==> src/rtl/hourly_minmax_recorder_core_defines.svh <==
// Assertion macros shared by the RTL.
`ifndef HOURLY_MINMAX_RECORDER_CORE_DEFINES_SVH
`define HOURLY_MINMAX_RECORDER_CORE_DEFINES_SVH

// Same-cycle implication, clocked on i_clk, off during reset.
`define HMR_ASSERT_NOW(label, ante, cons, msg) \
    label: assert property (@(posedge i_clk) disable iff (!i_rst_n) \
        (ante) |-> (cons)) else $error(msg);

// Next-cycle implication, clocked on i_clk, off during reset.
`define HMR_ASSERT_NEXT(label, ante, cons, msg) \
    label: assert property (@(posedge i_clk) disable iff (!i_rst_n) \
        (ante) |=> (cons)) else $error(msg);

`endif

==> src/rtl/hmr_pkg.sv <==
`default_nettype none

package hmr_pkg;

    localparam int BINS     = 24;
    localparam int IDX_W    = $clog2(BINS);
    localparam int TEMP_W   = 12;
    localparam int HOUR_W   = 5;
    localparam int MIN_W    = 6;

    localparam logic [MIN_W-1:0] RESTART_RESET = MIN_W'(2);

    // One hour bin: lowest and highest temperature seen.
    typedef struct packed {
        logic signed [TEMP_W-1:0] low;
        logic signed [TEMP_W-1:0] high;
    } t_entry;

endpackage

`default_nettype wire

==> src/rtl/hmr_channels.sv <==
`default_nettype none

// Sample channel: one temperature word tagged with hour and minute.
interface hmr_sample_if;
    logic                                 valid;
    logic                                 ready;
    logic signed [hmr_pkg::TEMP_W-1:0]    temperature;
    logic        [hmr_pkg::HOUR_W-1:0]    hour_of_day;
    logic        [hmr_pkg::MIN_W-1:0]     minute_of_hour;

    modport source (output valid, temperature, hour_of_day, minute_of_hour, input ready);
    modport sink   (input valid, temperature, hour_of_day, minute_of_hour, output ready);
endinterface

// Result channel: overall min and max over all bins.
interface hmr_result_if;
    logic                                 valid;
    logic                                 ready;
    logic signed [hmr_pkg::TEMP_W-1:0]    overall_min;
    logic signed [hmr_pkg::TEMP_W-1:0]    overall_max;

    modport source (output valid, overall_min, overall_max, input ready);
    modport sink   (input valid, overall_min, overall_max, output ready);
endinterface

// Configuration channel: restart threshold write.
interface hmr_cfg_if;
    logic                                 valid;
    logic                                 ready;
    logic        [hmr_pkg::MIN_W-1:0]     restart_minutes;

    modport source (output valid, restart_minutes, input ready);
    modport sink   (input valid, restart_minutes, output ready);
endinterface

`default_nettype wire

==> src/rtl/hmr_cell.sv <==
`default_nettype none

// One ring cell: holds a bin, passes it on to its neighbor on each shift.
module hmr_cell (
    input  wire logic            i_clk,
    input  wire logic            i_shift,
    input  wire hmr_pkg::t_entry i_entry,
    output hmr_pkg::t_entry      o_entry
);

    hmr_pkg::t_entry r_entry;

    always_ff @(posedge i_clk) begin
        if (i_shift) begin
            r_entry <= i_entry;
        end
    end

    assign o_entry = r_entry;

endmodule

`default_nettype wire

==> src/rtl/hourly_minmax_recorder_core.sv <==
//  channel   | dir | modport | word contents
//  ----------+-----+---------+--------------------------------------------
//  i_sample  | in  | sink    | temperature, hour_of_day, minute_of_hour
//  o_result  | out | source  | overall_min, overall_max
//  i_cfg     | in  | sink    | restart_minutes (always ready)
//
//  Steps per sample: accept, one ring shift per cell, then load the result
//  register. The 24-cell ring turns once per sample; bin count sets it.
//  Reset: synchronous, active low; clears control, threshold back to 2,
//  bins unseeded. Bin contents are not reset; the first sample fills them all.
//  Stalls: a result waits in its register; the next sample is taken meanwhile,
//  and its sweep holds in the final step until the result register frees up.
`default_nettype none
`include "hourly_minmax_recorder_core_defines.svh"

module hourly_minmax_recorder_core (
    input  wire logic   i_clk,
    input  wire logic   i_rst_n,
    hmr_sample_if.sink  i_sample,
    hmr_result_if.source o_result,
    hmr_cfg_if.sink     i_cfg
);

    typedef enum logic [1:0] {
        ST_IDLE,
        ST_SWEEP,
        ST_PUSH
    } t_state;

    localparam logic [hmr_pkg::IDX_W-1:0] IDX_LAST = hmr_pkg::IDX_W'(hmr_pkg::BINS - 1);

    // control
    t_state                         r_state,     n_state;
    logic [hmr_pkg::IDX_W-1:0]      r_idx,       n_idx;
    logic                           r_seeded,    n_seeded;
    logic                           r_out_valid, n_out_valid;
    logic [hmr_pkg::MIN_W-1:0]      r_restart,   n_restart;

    // payload
    logic signed [hmr_pkg::TEMP_W-1:0] r_temp;
    logic        [hmr_pkg::HOUR_W-1:0] r_hour;
    logic        [hmr_pkg::MIN_W-1:0]  r_minute;
    hmr_pkg::t_entry                   r_acc, n_acc;
    hmr_pkg::t_entry                   r_out;

    // ring
    hmr_pkg::t_entry w_cell [hmr_pkg::BINS];
    hmr_pkg::t_entry w_upd;
    logic            w_shift;
    logic            w_take;
    logic            w_out_free;

    assign w_take     = i_sample.valid && i_sample.ready;
    assign w_shift    = (r_state == ST_SWEEP);
    assign w_out_free = !r_out_valid || o_result.ready;

    // Ring of cells: bin at cell 0 passes through the update, re-enters at the tail.
    for (genvar k = 0; k < hmr_pkg::BINS; k++) begin : g_ring
        if (k == hmr_pkg::BINS - 1) begin : g_tail
            hmr_cell u_cell (
                .i_clk   (i_clk),
                .i_shift (w_shift),
                .i_entry (w_upd),
                .o_entry (w_cell[k])
            );
        end else begin : g_body
            hmr_cell u_cell (
                .i_clk   (i_clk),
                .i_shift (w_shift),
                .i_entry (w_cell[k+1]),
                .o_entry (w_cell[k])
            );
        end
    end

    // Head update: r_idx names the bin currently at cell 0.
    always_comb begin
        w_upd = w_cell[0];
        if (!r_seeded) begin
            w_upd.low  = r_temp;
            w_upd.high = r_temp;
        end else if (r_idx == hmr_pkg::IDX_W'(r_hour)) begin
            if (r_minute < r_restart) begin
                w_upd.low  = r_temp;
                w_upd.high = r_temp;
            end else if (r_temp < w_cell[0].low) begin
                w_upd.low  = r_temp;
            end else if (r_temp > w_cell[0].high) begin
                w_upd.high = r_temp;
            end
        end
    end

    // Running min/max over updated bins.
    always_comb begin
        n_acc = r_acc;
        if (w_shift) begin
            if (r_idx == '0) begin
                n_acc = w_upd;
            end else begin
                if (w_upd.low < r_acc.low) begin
                    n_acc.low = w_upd.low;
                end
                if (w_upd.high > r_acc.high) begin
                    n_acc.high = w_upd.high;
                end
            end
        end
    end

    always_comb begin
        n_state     = r_state;
        n_idx       = r_idx;
        n_seeded    = r_seeded;
        n_out_valid = r_out_valid;
        n_restart   = r_restart;

        if (i_cfg.valid && i_cfg.ready) begin
            n_restart = i_cfg.restart_minutes;
        end
        if (r_out_valid && o_result.ready) begin
            n_out_valid = 1'b0;
        end

        unique case (r_state)
            ST_IDLE: begin
                if (w_take) begin
                    n_state = ST_SWEEP;
                    n_idx   = '0;
                end
            end
            ST_SWEEP: begin
                n_idx = r_idx + hmr_pkg::IDX_W'(1);
                if (r_idx == IDX_LAST) begin
                    n_state  = ST_PUSH;
                    n_idx    = '0;
                    n_seeded = 1'b1;
                end
            end
            ST_PUSH: begin
                if (w_out_free) begin
                    n_state     = ST_IDLE;
                    n_out_valid = 1'b1;
                end
            end
            default: begin
                n_state = ST_IDLE;
            end
        endcase
    end

    always_ff @(posedge i_clk) begin
        if (!i_rst_n) begin
            r_state     <= ST_IDLE;
            r_idx       <= '0;
            r_seeded    <= 1'b0;
            r_out_valid <= 1'b0;
            r_restart   <= hmr_pkg::RESTART_RESET;
            r_out       <= '0;
        end else begin
            r_state     <= n_state;
            r_idx       <= n_idx;
            r_seeded    <= n_seeded;
            r_out_valid <= n_out_valid;
            r_restart   <= n_restart;
            if (r_state == ST_PUSH && w_out_free) begin
                r_out <= r_acc;
            end
        end
    end

    always_ff @(posedge i_clk) begin
        if (w_take) begin
            r_temp   <= i_sample.temperature;
            r_hour   <= i_sample.hour_of_day;
            r_minute <= i_sample.minute_of_hour;
        end
        r_acc <= n_acc;
    end

    assign i_sample.ready       = (r_state == ST_IDLE);
    assign i_cfg.ready          = 1'b1;
    assign o_result.valid       = r_out_valid;
    assign o_result.overall_min = r_out.low;
    assign o_result.overall_max = r_out.high;

    `HMR_ASSERT_NEXT(a_take_starts_sweep, w_take,
        (r_state == ST_SWEEP) && (r_idx == '0), "sample word did not start a sweep")
    `HMR_ASSERT_NEXT(a_sweep_ends, (r_state == ST_SWEEP) && (r_idx == IDX_LAST),
        (r_state == ST_PUSH) && r_seeded, "sweep did not end after last bin")
    `HMR_ASSERT_NEXT(a_push_loads, (r_state == ST_PUSH) && w_out_free,
        r_out_valid && (r_state == ST_IDLE), "result word not loaded")
    `HMR_ASSERT_NOW(a_acc_ordered, r_state == ST_PUSH,
        r_acc.low <= r_acc.high, "overall min above overall max")

endmodule

`default_nettype wire

==> src/flat_wrapper.sv <==
// flat-port wrapper written by rule: the top's interface ports become plain ports
module hourly_minmax_recorder_core_flat 
  (i_clk, i_rst_n, i_sample_valid, i_sample_temperature, i_sample_hour_of_day, i_sample_minute_of_hour, i_sample_ready, o_result_valid, o_result_overall_min, o_result_overall_max, o_result_ready, i_cfg_valid, i_cfg_restart_minutes, i_cfg_ready);
  hmr_sample_if i_sample_i ();
  hmr_result_if o_result_i ();
  hmr_cfg_if i_cfg_i ();
  input  wire logic i_clk;
  input  wire logic i_rst_n;
  input wire logic [$bits(i_sample_i.valid)-1:0] i_sample_valid;
  input wire logic [$bits(i_sample_i.temperature)-1:0] i_sample_temperature;
  input wire logic [$bits(i_sample_i.hour_of_day)-1:0] i_sample_hour_of_day;
  input wire logic [$bits(i_sample_i.minute_of_hour)-1:0] i_sample_minute_of_hour;
  output wire logic [$bits(i_sample_i.ready)-1:0] i_sample_ready;
  output wire logic [$bits(o_result_i.valid)-1:0] o_result_valid;
  output wire logic [$bits(o_result_i.overall_min)-1:0] o_result_overall_min;
  output wire logic [$bits(o_result_i.overall_max)-1:0] o_result_overall_max;
  input wire logic [$bits(o_result_i.ready)-1:0] o_result_ready;
  input wire logic [$bits(i_cfg_i.valid)-1:0] i_cfg_valid;
  input wire logic [$bits(i_cfg_i.restart_minutes)-1:0] i_cfg_restart_minutes;
  output wire logic [$bits(i_cfg_i.ready)-1:0] i_cfg_ready;
  assign i_sample_i.valid = i_sample_valid;
  assign i_sample_i.temperature = i_sample_temperature;
  assign i_sample_i.hour_of_day = i_sample_hour_of_day;
  assign i_sample_i.minute_of_hour = i_sample_minute_of_hour;
  assign i_sample_ready = i_sample_i.ready;
  assign o_result_valid = o_result_i.valid;
  assign o_result_overall_min = o_result_i.overall_min;
  assign o_result_overall_max = o_result_i.overall_max;
  assign o_result_i.ready = o_result_ready;
  assign i_cfg_i.valid = i_cfg_valid;
  assign i_cfg_i.restart_minutes = i_cfg_restart_minutes;
  assign i_cfg_ready = i_cfg_i.ready;
  hourly_minmax_recorder_core u_core (.i_clk(i_clk), .i_rst_n(i_rst_n), .i_sample(i_sample_i), .o_result(o_result_i), .i_cfg(i_cfg_i));
endmodule
==> config.mk <==
export PLATFORM = sky130hd
export DESIGN_NAME = hourly_minmax_recorder_core_flat
export DESIGN_NICKNAME = d
export VERILOG_FILES = /design/src/rtl/hmr_pkg.sv /design/src/rtl/hmr_channels.sv /design/src/rtl/hmr_cell.sv /design/src/rtl/hourly_minmax_recorder_core.sv /design/src/flat_wrapper.sv
export VERILOG_INCLUDE_DIRS = /design/src /design/src/rtl
export SDC_FILE = /design/constraint.sdc
export NUM_CORES = 1
export LEC_CHECK = 0
export BUFFER_PORTS_ARGS = -buffer_cell sky130_fd_sc_hd__buf_2
export CORE_ASPECT_RATIO = 1.25
export CORE_MARGIN = 4
export CORE_UTILIZATION = 39
export DETAILED_ROUTE_END_ITERATION = 7
export GPL_TIMING_DRIVEN = 0
export SLEW_MARGIN = 0
export SYNTH_ARGS = -nofsm -noshare
export SYNTH_HDL_FRONTEND = slang
export SYNTH_SLANG_ARGS = --single-unit
==> constraint.sdc <==
create_clock -name i_clk -period 12.2 [get_ports i_clk]
set_input_delay 3.66 -clock i_clk [delete_from_list [all_inputs] [get_ports i_clk]]
set_output_delay 3.66 -clock i_clk [all_outputs]
set_load 0.01 [all_outputs]
==> impl_metrics.env <==
export IMPL_status="completed"
export IMPL_fillerInstances=4714
export IMPL_syn_avg_cell_area_sq_um=21.2
export IMPL_antenna_viol_nets_final=0
export IMPL_critPathLaunchType="register"
export IMPL_setup_violations=0
export IMPL_max_cap_violations=0
export IMPL_timing_worst_slew_pin_value_ns=1.05
export IMPL_yosys_register_bits=662
export IMPL_cts_tree="yes"
export IMPL_maximum_number_of_pins_on_one_net_before_global_route_repair=50
export IMPL_port_buffer_count=57
export IMPL_syn2layout_area_growth_pct=16.1
export IMPL_post_route_cells_drive_above_1_share_pct=15.2
export IMPL_die_area_sq_um=60600
export IMPL_async_flop_share_pct=0
export IMPL_totalNegativeSetupSlack_ns=0
export IMPL_unrepaired_setup_endpoints_after_global_routing="false"
export IMPL_yosys_warns=0
export IMPL_final_hold_viol_count=0
export IMPL_timing_final_crit_period_ns=4.99
export IMPL_synth_area_leader="edfxtp_1"
export IMPL_route_detailed_vias_per_inst=4.69
export IMPL_power_density_nw_per_um2=186
export IMPL_number_of_i_o_pins=61
export IMPL_cts_hold_repair_buffers=0
export IMPL_final_nets=1271
export IMPL_first_drt_pass_iteration_count=5
export IMPL_fp_row_count=97
export IMPL_maximum_number_of_buffers_from_clock_root_to_sink=3
export IMPL_clk_insertion_delay_late_ns=0.58
export IMPL_ctsHtreeMaxLevel=3
export IMPL_synth_seq_area_share_pct=88.1
export IMPL_worstSetupEndpointType="output port"
export IMPL_detail_route_wl_per_cell_um=17.4
export IMPL_synth_common_cells="edfxtp_1, nand2_1, inv_1, ha_1, dfxtp_1"
export IMPL_groute_layer_met1_usage_pct=16.6
export IMPL_worstPathArrival_ns=1.33
export IMPL_post_layout_total_power_uw=4780
export IMPL_multi_input_comb_area_sq_um=2340
export IMPL_hold_path_class="reg2reg"
export IMPL_gr_max_usage_layer="met1"
export IMPL_ir_drop_mv=0.139
export IMPL_hpwlAfterDp_um=21500
export IMPL_netlist_instances=1044
export IMPL_number_of_flops_mapped_to_enable_cells_by_yosys=623
export IMPL_yosys_cell_count_top_type="edfxtp_1"
export IMPL_initial_utilization_pct=39.4
export IMPL_dr_first_iter_drc_count=744
export IMPL_synthFlopType="edfxtp_1"
export IMPL_route_detailed_drc=0
export IMPL_grtUsageTotal_pct=11.3
export IMPL_slew_viol_final=0
export IMPL_setup_slack_ns=7.21
export IMPL_cts_resized_gates=0
export IMPL_area_share_of_the_largest_cell_type_after_synthesis_pct=84.6
export IMPL_post_cts_buffers=0
export IMPL_critPathKind="reg2out"
export IMPL_static_leakage_uw=0.00882
export IMPL_place_congestion=0.772
export IMPL_grt_pass1_wl_um=53300
export IMPL_die_h_um=274
export IMPL_core_sq_um=56100
export IMPL_numCtsBuffers=67
export IMPL_place_worst_setup_slack_ns=6.81
export IMPL_synthesis_nets=1131
export IMPL_slew_headroom_pct=30.0
export IMPL_synth_cell_type_count=51
export IMPL_grt_util_met2_pct=16.5
export IMPL_post_route_period_util_pct=40.9
export IMPL_worstPathMaxFanout=6
export IMPL_globalRoute_totalOverflow=0
export IMPL_met3_usage_pct=2.83
export IMPL_register_area_sq_um=19500
export IMPL_synth_area_leaders="edfxtp_1, dfxtp_1, ha_1"
export IMPL_finClkSkew_ns=0.0215
export IMPL_floorplan_die_width_um=221
export IMPL_antenna_diode_count=0
export IMPL_clock_fmax_mhz=200
export IMPL_fin_util_pct=45.8
export IMPL_antenna_found_initial=0
export IMPL_cp_data_required_time_ns=8.54
export IMPL_totalWireLength_um=34300
export IMPL_synthesis_area_sq_um=22100
export IMPL_routed_via_count=9262
export IMPL_clk_transition_reported_paths_ns=0.06
export IMPL_number_of_global_route_vias_before_repair=9273
export IMPL_clock_tree_root_cell="clkbuf_16"
export IMPL_cts_sinks=662
placed cells by master, fill, tap and decap left out, types with 9 or more instances in the layout:
cell       count
dfxtp_1       39
edfxtp_1     623
mux2_4         9
nand4_1        9
nand2_1       63
o21ai_0       17
buf_12        13
a21boi_0      28
a21oi_1       13
buf_2         58
inv_1         58
ha_1          53
clkbuf_1      28
nor2b_1        9
clkbuf_16     69
nor2_1        18
clkinv_1      13
state kept, by name (all words and copies together) (netlist names):
name / flops
u_core.g_ring.g_body.u_cell.o_entry: 552
u_core.g_ring.g_tail.u_cell.o_entry: 24
u_core.o_result.overall_max: 12
u_core.o_result.overall_min: 12
u_core.o_result.valid: 1
u_core.r_acc: 24
u_core.r_hour: 5
u_core.r_idx: 5
u_core.r_minute: 6
u_core.r_restart: 6
u_core.r_seeded: 1
u_core.r_state: 2
u_core.r_temp: 12
worst max-delay path, stage by stage, from the launching register on:
cell,delay [ns]
dfxtp_1,0.35
nor2_1,0.20
buf_2,0.20
per-stage QoR:
| stage | hold slack, ns | cell area (sq um) | cells |
|---|---|---|---|
| 2_1_floorplan | 0.400 | 22100 | 1044 |
| 3_3_place_gp | 0.404 | 23300 | 1843 |
| 3_5_place_dp | 0.405 | 23600 | 1857 |
| 4_1_cts | 0.409 | 25700 | 1974 |
| 5_1_grt | 0.414 | 25700 | 1974 |
| 6_report | 0.407 | 25700 | 1974 |
report_power, final:
| part | switching [uW] | total [uW] | leakage [uW] | internal [uW] |
|---|---|---|---|---|
| combinational | 114 | 168 | 0.00163 | 53.5 |
| sequential | 43.8 | 2700 | 0.00618 | 2650 |
| clock | 792 | 1920 | 0.00100 | 1120 |
| total | 951 | 4780 | 0.00882 | 3830 |
layer usage:
layer,vias to the layer above,part of all wire [%],routed length (um)
met4,0,2.5,875
met2,221,44,15200
met5,-,0,0
met1,4695,48,16300
met3,64,5.7,1970
li1,4282,-,-
worst paths after layout:
path / slack (ns) / end / start / depth (start not counted)
setup / recovery: 7.21 / i_sample_ready / u_core.r_state[1] / 2
hold / removal: 0.41 / u_core.g_ring[11].g_body.u_cell.o_entry[2] / u_core.g_ring[12].g_body.u_cell.o_entry[2] / 0
setup reg to reg: 7.71 / u_core.r_acc[3] / u_core.r_temp[9] / 15
hold reg to reg: 0.41 / u_core.g_ring[11].g_body.u_cell.o_entry[2] / u_core.g_ring[12].g_body.u_cell.o_entry[2] / 0
layout make-up:
class	instances	area share, %
clock buffer	87	6.99
sequential	662	75.9
inverter	59	0.877
tap	742	3.61
multi-input combinational	309	9.09
timing repair buffer	71	2.23
clock inverter	30	1.05
buffer	14	0.268
kinds of logic (layout without fill, tap and decap cells):
group | count (synthesis) | in the layout | share of synthesized area [%]
flops | 662 | 662 | 88.1
simple gates | 129 | 129 | 2.79
compound gates | 89 | 89 | 2.81
buf+inv | 73 | 261 | 1.31
fa+ha+maj | 53 | 53 | 3.00
mux | 32 | 32 | 1.74
xor+xnor | 5 | 5 | 0.198
other cells | 1 | 1 | 0.0170
Power figures use the tool's default switching activity.
